`src/rtl/core/assert_macros.svh`:
```
// Assertion macros shared by the record stack RTL.
`ifndef ASSERT_MACROS_SVH
`define ASSERT_MACROS_SVH

// Check that a condition holds at every clock edge out of reset.
`define VRBS_ASSERT_ALWAYS(lbl, expr, msg) \
  lbl: assert property (@(posedge clk) disable iff (!rst_n) (expr)) else $error(msg);

// Check that a condition implies another in the same cycle.
`define VRBS_ASSERT_IMPLY(lbl, ante, cons, msg) \
  lbl: assert property (@(posedge clk) disable iff (!rst_n) (ante) |-> (cons)) else $error(msg);

`endif

```
`src/rtl/core/vrbs_pkg.sv`:
```
// Shared constants, codes and control structs of the record stack.
`default_nettype none

package vrbs_pkg;

  // Default sizes of the store and the length header
  localparam int STORE_BYTES_DEF  = 1024;
  localparam int HEADER_BYTES_DEF = 2;

  // Longest record; requested lengths saturate here
  localparam int MAX_RECORD = 64;

  // Field widths
  localparam int FUNC_W   = 2;
  localparam int LEN_W    = 7;
  localparam int BYTE_W   = 8;
  localparam int STATUS_W = 2;
  localparam int IN_TDATA_W  = 16;
  localparam int OUT_TDATA_W = 16;

  // Operation codes
  localparam logic [FUNC_W-1:0] FUNC_PUSH  = 2'd0;
  localparam logic [FUNC_W-1:0] FUNC_POP   = 2'd1;
  localparam logic [FUNC_W-1:0] FUNC_PEEK  = 2'd2;
  localparam logic [FUNC_W-1:0] FUNC_CLEAR = 2'd3;

  // Result status codes
  localparam logic [STATUS_W-1:0] ST_OK    = 2'd0;
  localparam logic [STATUS_W-1:0] ST_NOMEM = 2'd1;
  localparam logic [STATUS_W-1:0] ST_EMPTY = 2'd2;

  // Commands from the controller to the datapath
  typedef struct packed {
    logic acc_push;   // push beat taken
    logic acc_rd;     // pop or peek taken on a non-empty stack
    logic acc_empty;  // pop or peek taken on an empty stack
    logic acc_clear;  // clear taken
    logic hdr_wr;     // write one header byte
    logic pdata_wr;   // write the held first record byte
    logic hdr_rd;     // read one header byte
    logic hdr_end;    // last header byte arrives, set up the stream
    logic str_rd;     // read one record byte
    logic out_data;   // load a record byte into the output register
    logic out_zero;   // load an empty ok result
  } ctl_cmd_t;

  // Status from the datapath to the controller
  typedef struct packed {
    logic top_empty;   // stack holds no record
    logic room;        // room for the offered record plus header
    logic push_active; // a push is under way
    logic hdr_last;    // header byte counter at its last byte
    logic cnt_zero;    // nothing to return (valid with hdr_end)
    logic rd_last;     // byte being read is the final one
    logic out_free;    // output register free for the next cycle
  } dp_stat_t;

endpackage

`default_nettype wire

```
`src/rtl/core/vrbs_ctrl.sv`:
```
// Controller state machine of the record stack.
`default_nettype none

module vrbs_ctrl (
  input  wire logic                        clk,
  input  wire logic                        rst_n,
  input  wire logic                        in_tvalid,
  input  wire logic [vrbs_pkg::FUNC_W-1:0] in_func,
  input  wire vrbs_pkg::dp_stat_t          stat,
  output logic                             in_tready,
  output vrbs_pkg::ctl_cmd_t               cmd
);

  typedef enum logic [7:0] {
    S_IDLE = 8'b0000_0001,
    S_HDR  = 8'b0000_0010,
    S_PDAT = 8'b0000_0100,
    S_HRD  = 8'b0000_1000,
    S_HEND = 8'b0001_0000,
    S_ZERO = 8'b0010_0000,
    S_SRD  = 8'b0100_0000,
    S_SLD  = 8'b1000_0000
  } state_t;

  state_t state_r;
  state_t state_nxt;
  logic   acc;

  // Take a beat only when idle and the output register can take its result
  assign in_tready = (state_r == S_IDLE) && stat.out_free;
  assign acc       = in_tvalid && in_tready;

  // Decode state and beat into datapath commands
  always_comb begin
    cmd       = '0;
    state_nxt = state_r;
    unique case (state_r)
      S_IDLE: begin
        if (acc) begin
          unique case (in_func)
            vrbs_pkg::FUNC_PUSH: begin
              cmd.acc_push = 1'b1;
              if (!stat.push_active && stat.room) begin
                state_nxt = S_HDR;
              end
            end
            vrbs_pkg::FUNC_POP, vrbs_pkg::FUNC_PEEK: begin
              if (stat.top_empty) begin
                cmd.acc_empty = 1'b1;
              end else begin
                cmd.acc_rd = 1'b1;
                state_nxt  = S_HRD;
              end
            end
            vrbs_pkg::FUNC_CLEAR: begin
              cmd.acc_clear = 1'b1;
            end
            default: begin
              cmd.acc_clear = 1'b1;
            end
          endcase
        end
      end
      S_HDR: begin
        cmd.hdr_wr = 1'b1;
        if (stat.hdr_last) begin
          state_nxt = S_PDAT;
        end
      end
      S_PDAT: begin
        cmd.pdata_wr = 1'b1;
        state_nxt    = S_IDLE;
      end
      S_HRD: begin
        cmd.hdr_rd = 1'b1;
        if (stat.hdr_last) begin
          state_nxt = S_HEND;
        end
      end
      S_HEND: begin
        cmd.hdr_end = 1'b1;
        state_nxt   = stat.cnt_zero ? S_ZERO : S_SRD;
      end
      S_ZERO: begin
        if (stat.out_free) begin
          cmd.out_zero = 1'b1;
          state_nxt    = S_IDLE;
        end
      end
      S_SRD: begin
        // Read only when the output register is free by the next cycle
        if (stat.out_free) begin
          cmd.str_rd = 1'b1;
          state_nxt  = S_SLD;
        end
      end
      S_SLD: begin
        cmd.out_data = 1'b1;
        state_nxt    = stat.rd_last ? S_IDLE : S_SRD;
      end
      default: begin
        state_nxt = S_IDLE;
      end
    endcase
  end

  // Advance the state
  always_ff @(posedge clk) begin
    if (!rst_n) begin
      state_r <= S_IDLE;
    end else begin
      state_r <= state_nxt;
    end
  end

endmodule

`default_nettype wire

```
`config.mk`:
```
export PLATFORM = sky130hd
export DESIGN_NAME = vrbs_ctrl
export DESIGN_NICKNAME = d
export VERILOG_FILES = /design/src/rtl/core/assert_macros.svh /design/src/rtl/core/vrbs_pkg.sv /design/src/rtl/core/vrbs_ctrl.sv
export SDC_FILE = /design/constraint.sdc
export NUM_CORES = 1
export LEC_CHECK = 0
export BUFFER_PORTS_ARGS = -buffer_cell sky130_fd_sc_hd__buf_2
export CAP_MARGIN = 20
export CORE_AREA = 3 3 40 42
export CTS_BUF_LIST = sky130_fd_sc_hd__clkbuf_16
export CTS_CLUSTER_DIAMETER = 80
export DETAILED_ROUTE_END_ITERATION = 8
export DIE_AREA = 0 0 43 45
export GPL_TIMING_DRIVEN = 0
export PLACE_DENSITY = 0.74
export SETUP_SLACK_MARGIN = 0.3
export SYNTH_ARGS = -nofsm -noshare
export SYNTH_HDL_FRONTEND = slang
export SYNTH_SLANG_ARGS = --single-unit
```
`constraint.sdc`:
```
create_clock -name clk -period 1.85 [get_ports clk]
set_input_delay 0.0925 -clock clk [delete_from_list [all_inputs] [get_ports clk]]
set_output_delay 0.0925 -clock clk [all_outputs]
set_load 0.005 [all_outputs]
```
After elaboration in Yosys (flattened, before gate mapping)
Index checks and enable logic that the tools add are counted.

operators by class
  reductions and logical operators = 7
  muxes and demuxes = 26
  equality and inequality tests = 19

operators with widths
  operator                                                                 number
  8-bit two-way mux                                                        7
  8-bit one-hot mux with 7 select lines                                    1
  8-bit one-hot mux with 2 select lines                                    1
  7-bit two-way mux                                                        2
  1-bit two-way mux                                                        12
  2-bit inequality test, second input constant                             5
  8-bit by 1-bit == test with 1-bit output, second input constant          1
  8-bit by 2-bit == test with 1-bit output, second input constant          1
  8-bit by 3-bit == test with 1-bit output, second input constant          1
  8-bit by 4-bit == test with 1-bit output, second input constant          1
  8-bit by 5-bit == test with 1-bit output, second input constant          1
  8-bit by 6-bit == test with 1-bit output, second input constant          1
  8-bit by 7-bit == test with 1-bit output, second input constant          1
  8-bit == test, second input constant                                     1
  4-bit two-way mux                                                        2
  8-bit AND reduction                                                      1
  3-bit inequality test, second input constant                             2
  2-bit == test, second input constant                                     2
  1-bit logical AND                                                        3
  3-bit by 1-bit inequality test with 1-bit output, second input constant  1
  2-bit by 1-bit == test with 1-bit output, second input constant          1
  2-bit logical NOT                                                        1
  2-bit two-way mux                                                        1
  2-bit OR reduction                                                       1
  1-bit logical NOT                                                        1

word-level totals
  bits in registers = 8
  output and inout bits = 12
  logic and storage cells = 53
  input port bits = 12

Depth between registers and ports, before layout
Gate-level depths: netlist of the first run.

  word-level depth = 6
  depth in mapped cells = 7
  gate-level depth less buffers = 7

Worst setup path before layout of the first run
OpenSTA, ideal clock, no wires.

  path type = input to register
  start = input in_func[0] (netlist name)
  end = register state_r[1]
  stages on the path = 7
  required time = 1.780 ns
  path buffers = 0
  setup slack = 0.293 ns
  arrival time = 1.488 ns
  setup time = 0.070 ns
  cell sequence = inv_1 -> ha_1 -> inv_1 -> o21ai_0 -> a41oi_2 -> or4_1 -> a21oi_1

on the way
  longest elaborated chain between the ends = 5
  elaborated cells on any way between the ends = 11
  classes of those cells = eq/ne: 5; mux: 3; reduce/logical: 3

RTL lines
  element                                                                           line              text
  start, declared                                                                   vrbs_ctrl.sv:8    input wire logic [vrbs_pkg::FUNC_W-1:0] in_func,
  2-bit by 1-bit == test with 1-bit output / 2-bit == test (equally long branches)  vrbs_ctrl.sv:40   unique case (in_func)
  2-bit OR reduction                                                                vrbs_ctrl.sv:40
  8-bit one-hot mux with 2 select lines                                             vrbs_ctrl.sv:40
  8-bit two-way mux                                                                 vrbs_ctrl.sv:39   if (acc) begin
  8-bit one-hot mux with 7 select lines                                             vrbs_ctrl.sv:37   unique case (state_r)
  end signal, assigned                                                              vrbs_ctrl.sv:112  state_r <= state_nxt;
  end, declared                                                                     vrbs_ctrl.sv:25   state_t state_r;

Several ways; a longest one is shown, not always the timed one. The select of a mux whose other input is x is not followed.
A chain may end at the register's enable or synchronous reset.

==> results.py, run 1 <==
metrics = {
    "outcome": {
        "status": "finished clean",
    },
    "grt": {
        "grt_max_degree": 11,
        "track_usage": 0.220,
        "grt_antenna_before_repair": 0,
        "grt_pass1_wl_um": 3030,
        "overflow": 0,
        "grt_pass1_vias": 640,
    },
    "timing": {
        "relSlewSlack": 0.783,
        "min_period_ps": 1790,
        "fmax_mhz": 558,
        "setup_viol": 0,
        "fin_crit_sh": 0.968,
        "worst_slew_pin_slew_ps": 321,
        "maxSlewViolCount": 0,
        "fin_skew_ps": 2.85,
        "hold_slack_ps": 144,
        "hold_viol_final": 0,
        "rsz0062_at_grt": "yes",
        "layout_setup_ws_ps": 58.5,
    },
    "routing": {
        "drt-wirelength-per-cell_um": 17.1,
        "drc": 0,
        "num_vias": 700,
        "drt-pass1-iter-count": 3,
        "vias_per_cell": 5.74,
        "ant_nets": 0,
        "postRouteWirelength_um": 2090,
        "first_iter_violations": 10,
    },
    "finish": {
        "diodes": 0,
        "top_regs": "state_r x8",
        "largest-register": "state_r",
        "largest_reg_flops": 8,
        "drive_gt1_frac": 0.607,
        "syn_to_final_growth_pct": 82.8,
        "nets": 123,
    },
    "die": {
        "coreArea_mm2": 0.00128,
        "dieWidth_um": 43,
        "io_pins": 24,
        "rows": 13,
        "die_h_um": 45,
        "initial_core_util": 0.452,
        "die-area_mm2": 0.00194,
    },
    "synthesis": {
        "yosys_warnings": 0,
        "netlist_area_um2": 581,
        "synth_top_area_cell": "dfxtp_1",
        "yosysUniqueCellTypes": 26,
        "synth_fp_nets": 84,
        "synth_area_leaders": "dfxtp_1, o21ai_0, nor3b_1",
        "synth_top_area_share": 0.276,
        "synth-seq-area-share": 0.276,
        "syn_avg_cell_area_um2": 8.29,
        "syn_inst": 70,
        "ys_ff_latch": 8,
    },
    "setup_path": {
        "critPathLaunchType": "register",
        "end_kind": "output port",
        "slowest_delay_ps": 350,
        "critPathSlowestCell": "dfxtp_4",
        "path_buf_inv": 1,
        "crit_chain": "nor4_4, and4b_1, and3_4, nor3b_2, buf_2",
        "cp.required_ps": 1760,
        "worstSetupPathType": "reg -> out",
        "arrival_ps": 1700,
        "crit_family": "simple AND/OR/NAND/NOR gates",
        "crit_path_max_fanout": 3,
    },
    "clocking": {
        "cts_buffers": 3,
        "cts_tree": "built",
        "clock_path_buffers": 2,
        "clock_sinks": 8,
        "cts.clk_slew.worst_paths_ps": 30,
        "insertion_delay_ps": 230,
        "cts_root_buf": "clkbuf_16",
        "h-tree-depth": 1,
        "cts_hold_buf": 0,
    },
    "power_and_ir_drop": {
        "leakage_nw": 0.435,
        "pwr-share-clk": 0.241,
        "seqPwrFrac": 0.175,
        "power.share.combinational": 0.585,
        "total_power_mw": 1.49,
        "p_sw_frac": 0.374,
        "p_per_area_mw_per_mm2": 1410,
        "peakVddDrop_v": 0.000980,
        "p_int_mw": 0.934,
        "switching_power_mw": 0.558,
    },
    "place": {
        "gp_congestion": 0.751,
        "dp_hpwl_um": 1040,
        "dpl_worst_slack_ps": 12.6,
        "io_buffers": 23,
    },
    "job": {
        "cap_violations": 0,
    },
    "hold_path": {
        "hold_path_class": "in -> reg",
    },
}
## layout make-up
cell class,count,area (um2)
Clock buffer,3,75.1
Fill cell,72,224
Inverter,5,18.8
Multi-Input combinational cell,57,538
Sequential cell,8,174
Tap cell,15,18.8
Timing Repair Buffer,34,236
## layout by cell type, fill, tap and decap left out, types with 2 or more instances in the layout
cell type  instances
a21oi_1            3
and2_1             3
and3_4             2
buf_12             2
buf_2             22
buf_4              7
buf_6              3
clkbuf_16          3
dfxtp_1            3
dfxtp_2            2
dfxtp_4            3
ha_1               2
inv_1              5
nand2_1            2
nand2b_1           4
nand3_2            2
nor2_1             4
nor2_2             2
nor3b_2            3
nor4b_2            2
o21ai_0            3
o21ai_1            2
or4_1              2
## worst register-to-register path: cells and delay by family, from the launching register on
family,cells,cell delay [ps]
AOI/OAI and AO/OA,2,250
xor gates and xnor gates,1,160
buffers and inverters,1,160
DFF,1,440
and+or+nand+nor,2,630
## power by group through the flow
stage | Clock [mW] | Sequential, mW | Combinational [mW]
6_report | 0.359 | 0.260 | 0.872
5_1_grt | 0.372 | 0.265 | 0.930
4_1_cts | 0.367 | 0.257 | 0.655
3_5_place_dp | 0 | 0.242 | 0.401
3_3_place_gp | 0 | 0.241 | 0.390
2_1_floorplan | 0 | 0.236 | 0.296
## what timing repair did
action                     4_1_cts  5_1_grt
buffers inserted                 8        3
pin swaps                        9        3
setup endpoints to repair       16       17
resized for setup               25       15
## stage by stage
step	utilization	setup TNS (ps)	instance area [um2]	cells
2_1_floorplan	-	0	581	70
3_3_place_gp	0.556	0	714	108
3_5_place_dp	0.556	0	714	108
4_1_cts	0.748	0	961	119
5_1_grt	0.826	-5.26	1060	122
6_report	0.826	0	1060	122
## cells by family (layout without fill, tap and decap cells)
family          after synthesis  count (layout)  share of synthesized area
simple gates                 37              37                      0.429
fa+ha+maj                     2               2                     0.0431
xor+xnor                      2               2                     0.0302
compound gates               16              16                      0.190
flops                         8               8                      0.276
buf+inv                       5              42                     0.0323
## synth_stat cells
library cell  n
and2_1        3
nand2b_1      4
inv_1         5
o22ai_1       1
and4b_1       1
nor3b_1       4
o21ai_0       7
a41oi_2       1
o41ai_1       1
nor2_1        7
a21oi_1       4
xor2_1        1
nor3_1        1
nor4b_1       3
dfxtp_1       8
nand4b_2      1
nand3_1       3
or4_1         2
nor4_4        1
nand2_1       3
and3_1        3
ha_1          2
o21a_1        1
xnor2_1       1
and4b_2       1
o32ai_2       1
## metal layers
layer / vias up / GRT usage / part of all wire
li1: 334 / - / -
met1: 338 / 0.270 / 0.42
met2: 18 / 0.362 / 0.51
met3: 10 / 0.0279 / 0.028
met4: 0 / 0.145 / 0.044
met5: - / 0 / 0
## final timing paths
path         startpoint    endpoint  slack (ps)  cells after the start
max          state_r[4]      cmd[9]          60                      5
min             stat[2]  state_r[5]         140                      3
min reg2reg  state_r[6]  state_r[6]         520                      2
max reg2reg  state_r[1]  state_r[3]         140                      6
Power figures use the tool's default switching activity.
==> run 2, diff against run 1 <==
- RECOVER_POWER: not set -> 100
==> run 2 against run 1 <==
Effect of this change: flip-flop and latch count stayed put; cell count stayed put; non-clock buffer count stayed put; clock skew hardly changed; routed wire length is 0.48% lower; cell area is 0.47% lower; sequential power hardly changed; fmax is 0.93% higher; utilization is 0.39 points lower.
==> results.py, run 2 (same netlist as run 1, synthesis figures left out) <==
metrics = {
    "outcome": {
        "status": "finished clean",
    },
    "finish": {
        "nets": 123,
        "fill_cells": 73,
        "regArea_um2": 174,
        "syn_to_final_growth_pct": 81.9,
        "top_regs": "state_r x8",
        "drive_gt1_frac": 0.598,
        "largest_reg_flops": 8,
        "layout_common_cells": "buf_2, buf_4, inv_1",
        "postLayoutCellArea_mm2": 0.00106,
        "diodes": 0,
        "final_cells": 122,
        "layout_commonest_cell": "buf_2",
        "multiInputGateArea_um2": 533,
        "largest-register": "state_r",
    },
    "setup_path": {
        "crit_chain": "nor4_4, and4b_1, and3_4, nor3b_2, buf_2",
        "ff2ff_setup_slack_ps": 110,
        "slowest_delay_ps": 350,
        "cp.required_ps": 1760,
        "timing.rr.end": "state_r[3]",
        "crit_path_max_fanout": 3,
        "worstSetupPathType": "reg -> out",
        "critPathSlowestCell": "dfxtp_4",
        "arrival_ps": 1680,
        "crit_family": "simple AND/OR/NAND/NOR gates",
        "path_buf_inv": 1,
        "reg2reg_depth": 6,
        "end_kind": "output port",
        "critPathLaunchType": "register",
        "worst-path-stages": 5,
        "rr_startpoint": "state_r[0]",
    },
    "timing": {
        "relSlewSlack": 0.786,
        "worst_slew_pin_slew_ps": 318,
        "hold_viol_final": 0,
        "setup_viol": 0,
        "fin_skew_ps": 2.83,
        "rsz0062_at_grt": "yes",
        "fmax_mhz": 563,
        "min_period_ps": 1780,
        "fin_crit_sh": 0.959,
        "maxSlewViolCount": 0,
    },
    "routing": {
        "drc": 0,
        "num_vias": 704,
        "drt-pass1-iter-count": 4,
        "first_iter_violations": 11,
        "ant_nets": 0,
        "vias_per_cell": 5.77,
        "postRouteWirelength_um": 2080,
        "drt-wirelength-per-cell_um": 17.0,
    },
    "grt": {
        "grt_max_degree": 11,
        "grt_use_met1": 0.270,
        "grt_pass1_wl_um": 3030,
        "grt.met3_usage": 0.0279,
        "grt_util_met2": 0.362,
        "grt_antenna_before_repair": 0,
        "overflow": 0,
        "top_usage_layer": "met2",
        "grt_pass1_vias": 640,
        "track_usage": 0.220,
    },
    "place": {
        "io_buffers": 23,
        "dp.cells": 108,
        "gp_congestion": 0.751,
        "dp_hpwl_um": 1040,
        "dpl_cell_area_um2": 714,
    },
    "clocking": {
        "cts_buffers": 3,
        "cts_hold_buf": 0,
        "clock_path_buffers": 2,
        "cts_root_buf": "clkbuf_16",
        "clock_sinks": 8,
        "cts_tree": "built",
        "insertion_delay_ps": 230,
        "cts.clk_slew.worst_paths_ps": 30,
        "h-tree-depth": 1,
    },
    "hold_path": {
        "hold_start": "stat[2]",
        "min_delay_path_depth": 3,
        "hold_path_class": "in -> reg",
        "hold_path_end": "state_r[5]",
    },
    "job": {
        "cap_violations": 0,
    },
    "die": {
        "coreArea_mm2": 0.00128,
        "initial_core_util": 0.452,
        "dieWidth_um": 43,
        "io_pins": 24,
        "die_h_um": 45,
        "rows": 13,
        "die-area_mm2": 0.00194,
    },
    "power_and_ir_drop": {
        "leakage_nw": 0.434,
        "p_per_area_mw_per_mm2": 1400,
        "peakVddDrop_v": 0.000979,
    },
}
## run 2: cell count changes in the layout (fill, tap and decap cells not counted)
cell / before / now
nand3_2: 2 / 1
nand3_1: 1 / 2
## run 2: worst min-delay path: cells and delay by family
kind                   cells  cell delay [ps]
buffers and inverters      1              100
and+or+nand+nor            1               80
AOI/OAI and AO/OA          1               60
## run 2: area by class of cell
| class | instances | area share |
|---|---|---|
| tap | 15 | 0.0178 |
| inverter | 5 | 0.0178 |
| timing repair buffer | 34 | 0.224 |
| multi-input combinational | 57 | 0.505 |
| sequential | 8 | 0.165 |
| clock buffer | 3 | 0.0711 |
## run 2: report_power, final
part	total [mW]	leakage [nW]	internal [mW]	switching (mW)
Combinational	0.861	0.329	0.449	0.412
Clock	0.359	0.0370	0.278	0.0805
Sequential	0.260	0.0682	0.204	0.0561
Total	1.48	0.434	0.932	0.548
## run 2: layer usage
metal	vias up	wire [um]
li1	335	-
met1	341	862
met2	18	1060
met3	10	61
met4	0	91
met5	-	0
## run 2: how the worst max path moves through the flow
stage / end / slack, ps / start
after global routing: cmd[9] / -5 / state_r[4]
after detailed placement: state_r[1] / 10 / in_func[0]
after CTS: cmd[9] / 150 / state_r[4]
after floorplan: state_r[1] / 300 / state_r[5]
after global placement: state_r[3] / 20 / in_func[0]
final: cmd[9] / 70 / state_r[4]
## run 2: timing repair
item | CTS | global route
pin swaps | 9 | 3
gates cloned | 0 | 0
setup endpoints to repair | 16 | 17
setup buffers | 8 | 3
gates resized for setup | 25 | 15
## run 2: stage by stage
stage               power, mW  hold WS (ps)  TNS, ps   util  setup WS [ps]
finish                   1.48           145        0  0.822           75.0
global route             1.56           147    -5.26  0.822          -5.26
CTS                      1.28           125        0  0.748            147
detailed placement      0.643           366        0  0.556           12.6
global placement        0.631           366        0  0.556           15.7
floorplan               0.532           218        0      -            305
==> run 3, diff against run 2 <==
- SETUP_SLACK_MARGIN: 0.3 -> not set
==> run 3 against run 2 <==
Effect of this change: sequential power decreased by 2%; flip-flop and latch count unchanged; critical path type unchanged; cell count decreased by 6.6%; utilization decreased by 15 points; combinational power decreased by 35%; clock-buffer cell count unchanged; fmax increased by 1.8%.
==> results.py, run 3 (same netlist as run 1, synthesis figures left out) <==
metrics = {
    "outcome": {
        "status": "finished clean",
    },
    "timing": {
        "fmax_mhz": 573,
        "setup_viol": 0,
        "maxSlewViolCount": 0,
        "min_period_ps": 1740,
        "fin_crit_sh": 0.943,
        "hold_slack_ps": 127,
        "layout_setup_ws_ps": 106,
        "hold_viol_final": 0,
        "fin_skew_ps": 1.02,
        "relSlewSlack": 0.713,
        "worst_slew_pin_slew_ps": 427,
        "setup_tns_ps": 0,
    },
    "setup_path": {
        "critPathSlowestCell": "dfxtp_2",
        "ff2ff_setup_slack_ps": 130,
        "crit_path_max_fanout": 4,
        "arrival_ps": 1650,
        "cp.required_ps": 1760,
        "crit_family": "simple AND/OR/NAND/NOR gates",
        "end_kind": "output port",
        "crit_chain": "nor4_4, and4b_1, and3_4, nor3b_2, buf_2",
        "path_buf_inv": 1,
        "critPathLaunchType": "register",
        "worstSetupPathType": "reg -> out",
        "slowest_delay_ps": 330,
    },
    "die": {
        "io_pins": 24,
        "dieWidth_um": 43,
        "coreArea_mm2": 0.00128,
        "initial_core_util": 0.452,
        "die-area_mm2": 0.00194,
        "die_h_um": 45,
        "rows": 13,
    },
    "finish": {
        "drive_gt1_frac": 0.384,
        "top_regs": "state_r x8",
        "nets": 115,
        "diodes": 0,
        "layout_commonest_cell": "buf_2",
        "final_util": 0.674,
        "largest-register": "state_r",
        "postLayoutCellArea_um2": 866,
        "syn_to_final_growth_pct": 49.1,
        "layout_common_cells": "buf_2, o21ai_0, nor2_1, dfxtp_1, inv_1",
        "largest_reg_flops": 8,
    },
    "clocking": {
        "cts_root_buf": "clkbuf_16",
        "cts.clk_slew.worst_paths_ps": 40,
        "insertion_delay_ps": 230,
        "cts_tree": "built",
        "cts_buffers": 3,
        "clock_path_buffers": 2,
        "clock_sinks": 8,
        "h-tree-depth": 1,
    },
    "grt": {
        "grt_antenna_before_repair": 0,
        "grt_pass1_vias": 573,
        "overflow": 0,
        "grt_pass1_wl_um": 2400,
        "grt_max_degree": 11,
        "track_usage": 0.165,
    },
    "power_and_ir_drop": {
        "peakVddDrop_v": 0.00106,
        "leakage_nw": 0.365,
        "p_per_area_mw_per_mm2": 1360,
    },
    "routing": {
        "vias_per_cell": 5.38,
        "drt-wirelength-per-cell_um": 13.8,
        "first_iter_violations": 10,
        "postRouteWirelength_um": 1570,
        "drc": 0,
        "ant_nets": 0,
        "drt-pass1-iter-count": 4,
        "num_vias": 613,
    },
    "place": {
        "dp_hpwl_um": 1080,
        "gp_congestion": 0.739,
        "io_buffers": 23,
        "dpl_worst_slack_ps": -24.4,
        "dpl_cell_area_um2": 714,
    },
    "job": {
        "cap_violations": 0,
    },
    "hold_path": {
        "hold_path_class": "in -> reg",
    },
}
run 3: cell types whose count changed in the layout (fill, tap and decap cells not counted), moves of 3 or more:
cell,before,now
o21ai_0,3,7
dfxtp_1,3,6
buf_4,7,3
buf_6,3,0
dfxtp_4,3,0
run 3: metal layers:
layer / global-route usage / up-vias / share of wire
li1: - / 321 / -
met3: 0.0359 / 4 / 0.036
met1: 0.212 / 275 / 0.44
met4: 0.0723 / 0 / 0.017
met2: 0.266 / 13 / 0.51
met5: 0 / - / 0
run 3: metrics by stage:
stage,power [mW],cells
floorplan,0.532,70
global placement,0.631,108
detailed placement,0.640,108
CTS,1.01,112
global route,1.24,114
finish,1.18,114
run 3: worst paths after layout:
check	end	from	depth (start not counted)
setup / recovery	cmd[9]	state_r[4]	5
hold reg to reg	state_r[6]	state_r[6]	2
hold / removal	state_r[5]	stat[2]	3
setup reg to reg	state_r[3]	state_r[4]	5
run 3: area by class of cell:
type / instances / area [um2]
Inverter: 5 / 18.8
Sequential cell: 8 / 163
Tap cell: 15 / 18.8
Multi-Input combinational cell: 57 / 455
Fill cell: 104 / 419
Timing Repair Buffer: 26 / 135
Clock buffer: 3 / 75.1
run 3: report_power, final:
group          internal [mW]  switching (mW)  leakage, nW
combinational          0.272           0.289        0.262
clock                  0.278          0.0804       0.0370
sequential             0.206          0.0504       0.0659
run 3: repair_timing:
| item | CTS | global route |
|---|---|---|
| endpoints found under the setup margin | 1 | 12 |
| hold buffers | 0 | 0 |
| pin swaps | 1 | 2 |
| setup buffers | 1 | 2 |
| gates resized for setup | 0 | 10 |
| endpoints found under the hold margin | 0 | 0 |
run 3: worst register-to-register path: stages (launching register included):
cell	delay, ps
dfxtp_2	330
nor4_4	330
buf_4	180
nand4b_4	130
or4_1	520
a21oi_1	160
